[src/rtl/ourx_pkg.sv]
// shared types and constants of the oversampled uart receiver
package ourx_pkg;

    // configuration register indexes
    typedef enum logic [1:0] {
        CFG_RATE   = 2'd0,
        CFG_STOP   = 2'd1,
        CFG_PARITY = 2'd2,
        CFG_IDLE   = 2'd3
    } t_cfg_reg;

    localparam int CFG_IDX_W   = 2;
    localparam int RUN_W       = 14;
    localparam int FRAME_W     = 12;
    localparam int BIT_IDX_W   = 4;
    localparam int STOP_W      = 2;
    localparam int IDLE_W      = 4;
    localparam int BYTE_W      = 8;
    localparam int DATA_BITS   = 8;

    localparam logic [STOP_W-1:0]    STOP_RESET   = 2'd1;
    localparam logic                 PARITY_RESET = 1'b0;
    localparam logic [IDLE_W-1:0]    IDLE_RESET   = 4'd10;
    localparam logic [RUN_W-1:0]     RUN_MAX      = {RUN_W{1'b1}};
    localparam logic [BIT_IDX_W-1:0] FRAME_BASE   = BIT_IDX_W'(1 + DATA_BITS);

    typedef logic [BIT_IDX_W-1:0] t_bit_idx;
    typedef logic [RUN_W-1:0]     t_run;
    typedef logic [FRAME_W-1:0]   t_frame;
    typedef logic [BYTE_W-1:0]    t_byte;

endpackage

[src/rtl/ourx_if.sv]
// channel interfaces: line sample, received byte, configuration write
interface ourx_rx_if;
    logic valid;
    logic ready;
    logic rx_sample;

    modport source (output valid, output rx_sample, input ready);
    modport sink   (input valid, input rx_sample, output ready);
endinterface

interface ourx_byte_if;
    logic       valid;
    logic       ready;
    logic [7:0] received_byte;

    modport source (output valid, output received_byte, input ready);
    modport sink   (input valid, input received_byte, output ready);
endinterface

interface ourx_cfg_if #(
    parameter int DATA_W = 10
);
    logic              valid;
    logic              ready;
    logic [1:0]        index;
    logic [DATA_W-1:0] data;

    modport source (output valid, output index, output data, input ready);
    modport sink   (input valid, input index, input data, output ready);
endinterface

[src/rtl/ourx_cfg_regs.sv]
// configuration registers and the values derived from them
module ourx_cfg_regs #(
    parameter int RATE_BITS = 10
) (
    input  logic                         i_clk,
    input  logic                         i_rst_n,
    ourx_cfg_if.sink                     i_cfg,
    output logic [RATE_BITS-1:0]         o_rate,
    output logic [RATE_BITS-1:0]         o_half_rate,
    output logic [ourx_pkg::BIT_IDX_W-1:0] o_frame_len,
    output logic [RATE_BITS+ourx_pkg::IDLE_W-1:0] o_idle_limit
);
    import ourx_pkg::*;

    localparam int LIMIT_W    = RATE_BITS + IDLE_W;
    localparam int RATE_RESET = 16 & ((1 << RATE_BITS) - 1);

    logic [RATE_BITS-1:0] r_rate;
    logic [STOP_W-1:0]    r_stop;
    logic                 r_parity;
    logic [IDLE_W-1:0]    r_idle;
    logic [LIMIT_W-1:0]   r_idle_limit, n_idle_limit;
    logic [RATE_BITS-1:0] r_half, n_half;
    logic [RATE_BITS:0]   rate_plus_one;
    logic                 cfg_we;

    assign i_cfg.ready = 1'b1;
    assign cfg_we      = i_cfg.valid;

    // register writes
    always_ff @(posedge i_clk) begin
        if (!i_rst_n) begin
            r_rate   <= RATE_BITS'(RATE_RESET);
            r_stop   <= STOP_RESET;
            r_parity <= PARITY_RESET;
            r_idle   <= IDLE_RESET;
        end else if (cfg_we) begin
            unique case (t_cfg_reg'(i_cfg.index))
                CFG_RATE:   r_rate   <= i_cfg.data;
                CFG_STOP:   r_stop   <= i_cfg.data[STOP_W-1:0];
                CFG_PARITY: r_parity <= i_cfg.data[0];
                CFG_IDLE:   r_idle   <= i_cfg.data[IDLE_W-1:0];
                default:    r_rate   <= r_rate;
            endcase
        end
    end

    // idle threshold product and half bit period, refreshed every cycle
    assign rate_plus_one = {1'b0, r_rate} + (RATE_BITS+1)'(1);
    assign n_half        = rate_plus_one[RATE_BITS:1];
    assign n_idle_limit  = LIMIT_W'(r_idle) * LIMIT_W'(r_rate);

    always_ff @(posedge i_clk) begin
        r_idle_limit <= n_idle_limit;
        r_half       <= n_half;
    end

    assign o_rate       = r_rate;
    assign o_half_rate  = r_half;
    assign o_idle_limit = r_idle_limit;
    assign o_frame_len  = FRAME_BASE + BIT_IDX_W'(r_parity) + BIT_IDX_W'(r_stop);

endmodule

[src/rtl/ourx_bit_engine.sv]
// sample register, bit timing and frame assembly, result register
module ourx_bit_engine #(
    parameter int RATE_BITS = 10
) (
    input  logic                         i_clk,
    input  logic                         i_rst_n,
    ourx_rx_if.sink                      i_rx,
    ourx_byte_if.source                  o_byte,
    input  logic [RATE_BITS-1:0]         i_rate,
    input  logic [RATE_BITS-1:0]         i_half_rate,
    input  logic [ourx_pkg::BIT_IDX_W-1:0] i_frame_len,
    input  logic [RATE_BITS+ourx_pkg::IDLE_W-1:0] i_idle_limit
);
    import ourx_pkg::*;

    localparam int LIMIT_W = RATE_BITS + IDLE_W;
    localparam int CMP_W   = (LIMIT_W > RUN_W) ? LIMIT_W : RUN_W;

    // input register
    logic r_in_valid;
    logic r_in_sample;
    // receiver state
    logic [RATE_BITS-1:0] r_countdown, n_countdown;
    logic                 r_sync, n_sync;
    t_run                 r_run, n_run;
    t_frame               r_frame, n_frame;
    t_bit_idx             r_idx, n_idx;
    // result register
    logic                 r_out_valid;
    t_byte                r_out_byte;

    logic                 out_free;
    logic                 advance;
    logic                 start_edge;
    logic [RATE_BITS-1:0] cd_start, cd_dec;
    logic                 sync_start, idle_hit, take_bit, frame_done;
    t_bit_idx             idx_inc;
    t_frame               frame_bits;

    assign out_free   = !r_out_valid || o_byte.ready;
    assign advance    = r_in_valid && out_free;
    assign i_rx.ready = !r_in_valid || out_free;

    // input sample register
    always_ff @(posedge i_clk) begin
        if (!i_rst_n) begin
            r_in_valid <= 1'b0;
        end else if (i_rx.ready) begin
            r_in_valid <= i_rx.valid;
        end
    end

    always_ff @(posedge i_clk) begin
        if (i_rx.valid && i_rx.ready) begin
            r_in_sample <= i_rx.rx_sample;
        end
    end

    // start edge, run length and idle detection
    always_comb begin
        start_edge = !r_sync && !r_in_sample && (r_run != '0);
        cd_start   = start_edge ? i_half_rate : r_countdown;
        sync_start = r_sync || start_edge;
        if (r_in_sample) begin
            n_run = (r_run == RUN_MAX) ? r_run : r_run + RUN_W'(1);
        end else begin
            n_run = '0;
        end
        idle_hit = CMP_W'(n_run) >= CMP_W'(i_idle_limit);
        n_sync   = sync_start && !idle_hit;
        cd_dec   = cd_start - RATE_BITS'(1);
        take_bit = n_sync && (cd_dec == '0);
    end

    // bit sampling and frame completion
    always_comb begin
        n_countdown = cd_dec;
        frame_bits  = r_frame;
        n_frame     = r_frame;
        n_idx       = r_idx;
        idx_inc     = r_idx + BIT_IDX_W'(1);
        frame_done  = 1'b0;
        if (take_bit) begin
            n_countdown = i_rate;
            if (r_idx < BIT_IDX_W'(FRAME_W)) begin
                frame_bits[r_idx] = r_frame[r_idx] | r_in_sample;
            end
            n_frame = frame_bits;
            n_idx   = idx_inc;
            if (idx_inc >= i_frame_len) begin
                frame_done = 1'b1;
                n_frame    = '0;
                n_idx      = '0;
            end
        end
    end

    // receiver state update
    always_ff @(posedge i_clk) begin
        if (!i_rst_n) begin
            r_countdown <= '0;
            r_sync      <= 1'b0;
            r_run       <= '0;
            r_frame     <= '0;
            r_idx       <= '0;
        end else if (advance) begin
            r_countdown <= n_countdown;
            r_sync      <= n_sync;
            r_run       <= n_run;
            r_frame     <= n_frame;
            r_idx       <= n_idx;
        end
    end

    // result register
    always_ff @(posedge i_clk) begin
        if (!i_rst_n) begin
            r_out_valid <= 1'b0;
        end else if (out_free) begin
            r_out_valid <= advance && frame_done;
        end
    end

    // the byte includes the bit taken on this tick
    always_ff @(posedge i_clk) begin
        if (advance && frame_done) begin
            r_out_byte <= frame_bits[DATA_BITS:1];
        end
    end

    assign o_byte.valid         = r_out_valid;
    assign o_byte.received_byte = r_out_byte;

endmodule

[src/rtl/oversampled_uart_receiver_core.sv]
// top level of the oversampled uart receiver (8n1 after reset, parity and stop bits configurable)
//
//  channel  | direction | payload                  | transfer when
//  i_rx     | in        | rx_sample (1 bit)        | valid && ready
//  o_byte   | out       | received_byte (8 bits)   | valid && ready
//  i_cfg    | in        | index (2), data (RATE_BITS) | valid && ready (always ready)
//
// one sample is taken per cycle while i_rx is ready; a sample goes through
// the input register, then the timing and framing logic updates state and
// may load the result register, which presents the byte on o_byte.
// i_rst_n is synchronous; reset restores the register defaults and clears sync.
// a stalled result holds the result register and the input register, and
// i_rx stays ready while the input register is empty.
module oversampled_uart_receiver_core #(
    parameter int RATE_BITS = 10
) (
    input  logic        i_clk,
    input  logic        i_rst_n,
    ourx_rx_if.sink     i_rx,
    ourx_byte_if.source o_byte,
    ourx_cfg_if.sink    i_cfg
);
    import ourx_pkg::*;

    logic [RATE_BITS-1:0]        rate;
    logic [RATE_BITS-1:0]        half_rate;
    logic [BIT_IDX_W-1:0]        frame_len;
    logic [RATE_BITS+IDLE_W-1:0] idle_limit;

    // configuration registers
    ourx_cfg_regs #(
        .RATE_BITS (RATE_BITS)
    ) u_cfg (
        .i_clk        (i_clk),
        .i_rst_n      (i_rst_n),
        .i_cfg        (i_cfg),
        .o_rate       (rate),
        .o_half_rate  (half_rate),
        .o_frame_len  (frame_len),
        .o_idle_limit (idle_limit)
    );

    // sampling and framing
    ourx_bit_engine #(
        .RATE_BITS (RATE_BITS)
    ) u_engine (
        .i_clk        (i_clk),
        .i_rst_n      (i_rst_n),
        .i_rx         (i_rx),
        .o_byte       (o_byte),
        .i_rate       (rate),
        .i_half_rate  (half_rate),
        .i_frame_len  (frame_len),
        .i_idle_limit (idle_limit)
    );

endmodule

[src/flat_wrapper.sv]
// flat-port wrapper written by rule: the top's interface ports become plain ports
module oversampled_uart_receiver_core_flat import ourx_pkg::*;
#(
    parameter int RATE_BITS = 10
)
  (i_clk, i_rst_n, i_rx_valid, i_rx_rx_sample, i_rx_ready, o_byte_valid, o_byte_received_byte, o_byte_ready, i_cfg_valid, i_cfg_index, i_cfg_data, i_cfg_ready);
  ourx_rx_if i_rx_i ();
  ourx_byte_if o_byte_i ();
  ourx_cfg_if #(.DATA_W(RATE_BITS)) i_cfg_i ();
  input  logic i_clk;
  input  logic i_rst_n;
  input wire logic [$bits(i_rx_i.valid)-1:0] i_rx_valid;
  input wire logic [$bits(i_rx_i.rx_sample)-1:0] i_rx_rx_sample;
  output wire logic [$bits(i_rx_i.ready)-1:0] i_rx_ready;
  output wire logic [$bits(o_byte_i.valid)-1:0] o_byte_valid;
  output wire logic [$bits(o_byte_i.received_byte)-1:0] o_byte_received_byte;
  input wire logic [$bits(o_byte_i.ready)-1:0] o_byte_ready;
  input wire logic [$bits(i_cfg_i.valid)-1:0] i_cfg_valid;
  input wire logic [$bits(i_cfg_i.index)-1:0] i_cfg_index;
  input wire logic [$bits(i_cfg_i.data)-1:0] i_cfg_data;
  output wire logic [$bits(i_cfg_i.ready)-1:0] i_cfg_ready;
  assign i_rx_i.valid = i_rx_valid;
  assign i_rx_i.rx_sample = i_rx_rx_sample;
  assign i_rx_ready = i_rx_i.ready;
  assign o_byte_valid = o_byte_i.valid;
  assign o_byte_received_byte = o_byte_i.received_byte;
  assign o_byte_i.ready = o_byte_ready;
  assign i_cfg_i.valid = i_cfg_valid;
  assign i_cfg_i.index = i_cfg_index;
  assign i_cfg_i.data = i_cfg_data;
  assign i_cfg_ready = i_cfg_i.ready;
  oversampled_uart_receiver_core #(.RATE_BITS(RATE_BITS)) u_core (.i_clk(i_clk), .i_rst_n(i_rst_n), .i_rx(i_rx_i), .o_byte(o_byte_i), .i_cfg(i_cfg_i));
endmodule
[config.mk]
export PLATFORM = sky130hd
export DESIGN_NAME = oversampled_uart_receiver_core_flat
export DESIGN_NICKNAME = d
export VERILOG_FILES = /design/src/rtl/ourx_pkg.sv /design/src/rtl/ourx_if.sv /design/src/rtl/ourx_cfg_regs.sv /design/src/rtl/ourx_bit_engine.sv /design/src/rtl/oversampled_uart_receiver_core.sv /design/src/flat_wrapper.sv
export SDC_FILE = /design/constraint.sdc
export NUM_CORES = 1
export LEC_CHECK = 0
export ABC_AREA = 0
export ABC_CLOCK_PERIOD_IN_PS = 7300
export BUFFER_PORTS_ARGS = -buffer_cell sky130_fd_sc_hd__buf_2
export CAP_MARGIN = 20
export CELL_PAD_IN_SITES_DETAIL_PLACEMENT = 0
export CELL_PAD_IN_SITES_GLOBAL_PLACEMENT = 1
export CORE_MARGIN = 2
export CORE_UTILIZATION = 52
export DETAILED_ROUTE_END_ITERATION = 12
export PLACE_DENSITY_LB_ADDON = 0.2
export SETUP_SLACK_MARGIN = 0.2
export SLEW_MARGIN = 20
export SYNTH_ARGS = -nofsm -noshare
export SYNTH_HDL_FRONTEND = slang
export SYNTH_HIERARCHICAL = 1
export SYNTH_SLANG_ARGS = --single-unit
export TNS_END_PERCENT = 50
[constraint.sdc]
create_clock -name i_clk -period 7.3 [get_ports i_clk]
set_input_delay 0.73 -clock i_clk [delete_from_list [all_inputs] [get_ports i_clk]]
set_output_delay 0.73 -clock i_clk [all_outputs]
set_load 0.03 [all_outputs]
==> flow_metrics.tcl, run 1 <==
set metrics [dict create \
    status "finished clean" \
    post_cts_resized 0 \
    finClkSkew_ns 0.0100 \
    cts_buffer_depth 2 \
    drive_gt1_share_pct 8.67 \
    finalSetupTns_ns 0 \
    hold_buffers 0 \
    numCtsBuffers 9 \
    worst-slew-pin-transition_ns 0.990 \
    drc 0 \
    drt_pass1_iterations 5 \
    initial_core_util_pct 52.8 \
    routedWlPerCell_um 15.0 \
    post-synth-top-area-fraction_pct 25.6 \
    nNetsFinal 860 \
    place.detailed.hpwl_um 10600 \
    relSlewSlack_pct 33.7 \
    cp_common_cell "ha_1" \
    rows 41 \
    p_leak_nw 2.89 \
    maxCapViolations 0 \
    drtIter0Drc 364 \
    grt_pass1_vias 4869 \
    synth_top_flop_cell "dfxtp_1" \
    setup-violations-final 0 \
    min_path_type "flop to flop" \
    synth_top_cell_by_area "dfxtp_1" \
    synthTopCellsByArea "dfxtp_1, ha_1, fa_1, edfxtp_1, nand2_1" \
    synthArstFlopShare_pct 0 \
    cpPeakStageDelay_ns 0.60 \
    worstSkewPairLatency_ns 0.36 \
    synthCells 786 \
    grt_usage_pct 22.4 \
    clk_pin_slew_ns 0.07 \
    vias 5347 \
    gp_congestion 0.853 \
    slew_violations 0 \
    min_period_over_period_pct 63.6 \
    worstPathMaxFanout 16 \
    yosysMostFrequentCell "dfxtp_1" \
    core-area_um2 12500 \
    holdWs_ns 0.470 \
    synth_common_cells "dfxtp_1, nand2_1, inv_1" \
    ctsHtreeMaxLevel 3 \
    grt_setup_unrepaired "false" \
    tritoncts "yes" \
    fp.dieH_um 117 \
    synth-edff-count 9 \
    avgSynthCellArea_um2 8.37 \
    yosys_warnings 6 \
    startpoint_type "flop" \
    path_class "flop to flop" \
    fmax_mhz 215 \
    overflow 0 \
    cp-end-kind "flop" \
    grt_pass1_wl_um 24000 \
    worst_hold_path.num_cells 2 \
    areaGrowthSynthToFinish_pct 6.90 \
    cp_slowest_cell "or3_1" \
    cts_setup_buffers 0 \
    vias_per_cell 5.59 \
    hold_viol 0 \
    cts-root-buf "clkbuf_16" \
    dieArea_um2 13600 \
    crit_required_ns 7.58 \
    pwr_density_cell_nw_per_um2 170 \
    antenna_found_initial 0 \
    worstPathCellList "inv_1 -> ha_1 -> nor4b_2 -> a41oi_2 -> nor2b_4 -> mux2i_1 -> ha_1 -> nand3_1 -> xor2_1 -> nand2b_1 -> o32a_1 -> a211o_1 -> or3_1 -> o21ai_1" \
    ir_drop_v 0.000140 \
    cp.arrival_ns 4.93 \
    syn_area_um2 6580 \
    synth_seq_cells 93 \
    die_w_um 117 \
    ant_nets 0 \
    grt_max_degree 66 \
    pin_count 29 \
    antenna_cells 0 \
    cts_sinks 93 \
    port_buffers 27 \
    period_needed_ns 4.64 \
    synth_seq_area_share_pct 29.7 \
    r2r_cells 14 \
    drt_wl_total_um 14400 \
    synth_cell_type_count 65 \
]
[cell type report]
| cell class | instances | area (um^2) |
|---|---|---|
| Clock inverter | 6 | 57.6 |
| Sequential cell | 93 | 1950 |
| Multi-Input combinational cell | 585 | 4190 |
| Tap cell | 172 | 215 |
| Fill cell | 1161 | 5430 |
| Timing Repair Buffer | 28 | 143 |
| Inverter | 62 | 233 |
| Clock buffer | 10 | 250 |
[kinds of logic after synthesis]
group           Yosys count  synth area share (%)
simple gates            288                  22.5
compound gates          153                  14.9
buf+inv                 109                  6.88
flops                    93                  29.7
fa+ha+maj                63                  13.8
xor+xnor                 41                  5.46
mux                      38                  6.75
other cells               1                0.0570
[worst max-delay path, delay by kind of cell (launching register included)]
kind	cells	cell delay (ns)
AO/OA/AOI/OAI	4	1.27
XOR/XNOR	1	0.23
adder cells (fa/ha/maj)	2	0.72
buffers and inverters	1	0.10
flip-flops	1	0.42
multiplexers	1	0.33
AND/OR/NAND/NOR	5	1.51
[cells in the final DEF (no fill, tap or decap), drive strengths merged, types with 11 or more instances in the layout]
master and n:
dfxtp 84, nand2 70, inv 68, nor2 55
a21oi 50, ha 47, o21ai 37, and2 35
nand3 28, nor3 28, buf 28, nor2b 25
mux2i 24, xnor2 23, xor2 18, fa 16
nand4 13, mux2 11
[worst paths after layout]
check | startpoint | endpoint | slack [ns]
setup / recovery | u_core/u_engine/r_run[0] | u_core/u_engine/r_frame[5] | 2.66
hold reg to reg | u_core/u_engine/r_frame[9] | u_core/u_engine/r_frame[9] | 0.47
hold / removal | u_core/u_engine/r_frame[9] | u_core/u_engine/r_frame[9] | 0.47
setup reg to reg | u_core/u_engine/r_run[0] | u_core/u_engine/r_frame[5] | 2.66
[flip-flops by register name, indices dropped and copies added (netlist names)]
register,count
u_core/u_engine/r_sync,1
u_core/u_engine/r_idx,4
u_core/u_cfg/o_rate,10
u_core/u_cfg/o_idle_limit,14
u_core/u_engine/r_in_sample,1
u_core/u_engine/o_byte.valid,1
u_core/u_engine/r_countdown,10
u_core/u_engine/o_byte.received_byte,8
u_core/u_cfg/o_half_rate,10
u_core/u_cfg/r_parity,1
u_core/u_engine/r_in_valid,1
u_core/u_engine/r_run,14
u_core/u_engine/r_frame,12
u_core/u_cfg/r_stop,2
u_core/u_cfg/r_idle,4
[report_power, final]
part / total [mW] / leakage (nW) / switching, mW / internal, mW
clock: 0.484 / 0.153 / 0.223 / 0.262
sequential: 0.553 / 0.771 / 0.0221 / 0.531
combinational: 0.159 / 1.96 / 0.0918 / 0.0670
[layer usage]
metal	part of all wire, %	up-vias	global-route usage (%)
li1	-	2713	-
met1	49	2506	30.5
met2	46	116	36.6
met3	3.9	12	4.83
met4	1.1	0	5.48
met5	0	-	0
[per-stage QoR]
step	setup WS, ns	power, mW	utilization, %	std cells	instance area [um^2]
floorplan	3.16	0.684	-	787	6590
global placement	2.75	0.719	54.0	940	6730
detailed placement	2.69	0.722	54.0	940	6730
CTS	2.67	1.20	56.4	956	7040
global route	2.21	1.25	56.4	956	7040
finish	2.66	1.20	56.4	956	7040
Power figures use the tool's default switching activity.
==> inputs of run 2 (changes only) <==
--- a/config.mk
+++ b/config.mk
@@ -6,13 +6,13 @@
 export NUM_CORES = 1
 export LEC_CHECK = 0
 export ABC_AREA = 0
-export ABC_CLOCK_PERIOD_IN_PS = 7300
+export ABC_CLOCK_PERIOD_IN_PS = 4750
 export BUFFER_PORTS_ARGS = -buffer_cell sky130_fd_sc_hd__buf_2
 export CAP_MARGIN = 20
 export CELL_PAD_IN_SITES_DETAIL_PLACEMENT = 0
 export CELL_PAD_IN_SITES_GLOBAL_PLACEMENT = 1
 export CORE_MARGIN = 2
-export CORE_UTILIZATION = 52
+export CORE_UTILIZATION = 48
 export DETAILED_ROUTE_END_ITERATION = 12
 export PLACE_DENSITY_LB_ADDON = 0.2
 export SETUP_SLACK_MARGIN = 0.2
==> constraint.sdc (replaced) <==
create_clock -name i_clk -period 4.75 [get_ports i_clk]
set_input_delay 0.475 -clock i_clk [delete_from_list [all_inputs] [get_ports i_clk]]
set_output_delay 0.475 -clock i_clk [all_outputs]
set_load 0.03 [all_outputs]
==> flow_metrics.tcl, run 2 (same netlist as run 1, synthesis figures left out) <==
set metrics [dict create \
    grt_use_met3_pct 3.62 \
    grt_pass1_wl_um 25700 \
    pin_count 29 \
    maxCapViolations 0 \
    layout_common_cells "dfxtp_1, nand2_1, inv_1" \
    finalInstanceArea_um2 7090 \
    ir_drop_v 0.000177 \
    place_area_um2 6800 \
    hold_viol 0 \
    clk_pin_slew_ns 0.07 \
    dieArea_um2 14700 \
    drt_wl_total_um 15100 \
    min_path_type "primary input to flop" \
    antenna_found_initial 0 \
    holdWs_ns 0.308 \
    finClkSkew_ns 0.0133 \
    place_ws_ns 0.324 \
    port_buffers 27 \
    hold_buffers 0 \
    grt_pass1_vias 5366 \
    cp-end-kind "flop" \
    cts_sinks 93 \
    tritoncts "yes" \
    fin_ws_ns 0.463 \
    cts_buffer_depth 2 \
    grt_usage_pct 21.8 \
    crit_required_ns 4.86 \
    cp_slowest_cell "a211o_2" \
    overflow 0 \
    areaGrowthSynthToFinish_pct 7.76 \
    nNetsFinal 869 \
    path_class "flop to flop" \
    worstPathMaxFanout 15 \
    core-area_um2 13300 \
    cpPeakStageDelay_ns 0.46 \
    met2_usage_pct 37.5 \
    pwr_density_cell_nw_per_um2 252 \
    setup-violations-final 0 \
    cts-root-buf "clkbuf_16" \
    fp.dieH_um 121 \
    relSlewSlack_pct 34.3 \
    busiest_layer "met2" \
    post_cts_resized 0 \
    worst-slew-pin-transition_ns 0.982 \
    use_met1_pct 27.9 \
    slew_violations 0 \
    grt_max_degree 66 \
    worstSkewPairLatency_ns 0.36 \
    r2r_slack_ns 0.46 \
    fill_cells 1254 \
    finalPower_mw 1.79 \
    gp_congestion 0.852 \
    critPathTopFamily "simple AND/OR/NAND/NOR gates" \
    worstPathCellList "and4_1 -> and4_1 -> nand4_1 -> and4_1 -> nand3_1 -> xor2_1 -> nor2_1 -> ha_1 -> nand4_1 -> nor2_1 -> a221oi_1 -> o211a_1 -> nand2_1 -> a211o_2 -> nor2_1 -> mux2_2" \
    grt_setup_unrepaired "false" \
    place.detailed.hpwl_um 10900 \
    path_buf_inv 0 \
    vias_per_cell 5.61 \
    antenna_cells 0 \
    startpoint_type "flop" \
    vias 5435 \
    finalSetupTns_ns 0 \
    cts_setup_buffers 0 \
    final_common_cell "dfxtp_1" \
    final_util_pct 53.3 \
    drive_gt1_share_pct 10.3 \
    cp.arrival_ns 4.39 \
    p_leak_nw 2.90 \
    die_w_um 121 \
    drc 0 \
    rows 42 \
    drtIter0Drc 403 \
    ctsHtreeMaxLevel 3 \
    place_inst 953 \
    ant_nets 0 \
    fmax_mhz 233 \
    min_period_over_period_pct 90.3 \
    period_needed_ns 4.29 \
    initial_core_util_pct 49.5 \
    numCtsBuffers 9 \
    drt_pass1_iterations 5 \
    status "finished clean" \
    routedWlPerCell_um 15.5 \
    finalNonFillerCells 969 \
]
## run 2: worst paths after layout
check	endpoint	start	depth (start not counted)
hold reg to reg	u_core/u_engine/r_frame[9]	u_core/u_engine/r_frame[9]	2
setup / recovery	u_core/u_engine/o_byte.received_byte[5]	u_core/u_engine/r_run[6]	16
hold / removal	u_core/u_engine/r_in_sample	i_rx_rx_sample	1
setup reg to reg	u_core/u_engine/o_byte.received_byte[5]	u_core/u_engine/r_run[6]	16
## run 2: per-layer routing
layer | up-vias | wire length (um)
li1 | 2715 | -
met1 | 2560 | 7040
met2 | 145 | 7150
met3 | 15 | 656
met4 | 0 | 217
met5 | - | 0
## run 2: final cells by class
class	count	area [um^2]	share of cell area (%)
inverter	62	233	3.28
multi-input combinational	585	4200	59.2
clock buffer	10	229	3.23
clock inverter	6	46.3	0.653
timing repair buffer	37	210	2.96
tap	176	220	3.11
sequential	93	1950	27.5
## run 2: power breakdown
part	switching (mW)	internal (mW)
logic	0.147	0.106
registers	0.0309	0.816
clock network	0.327	0.359
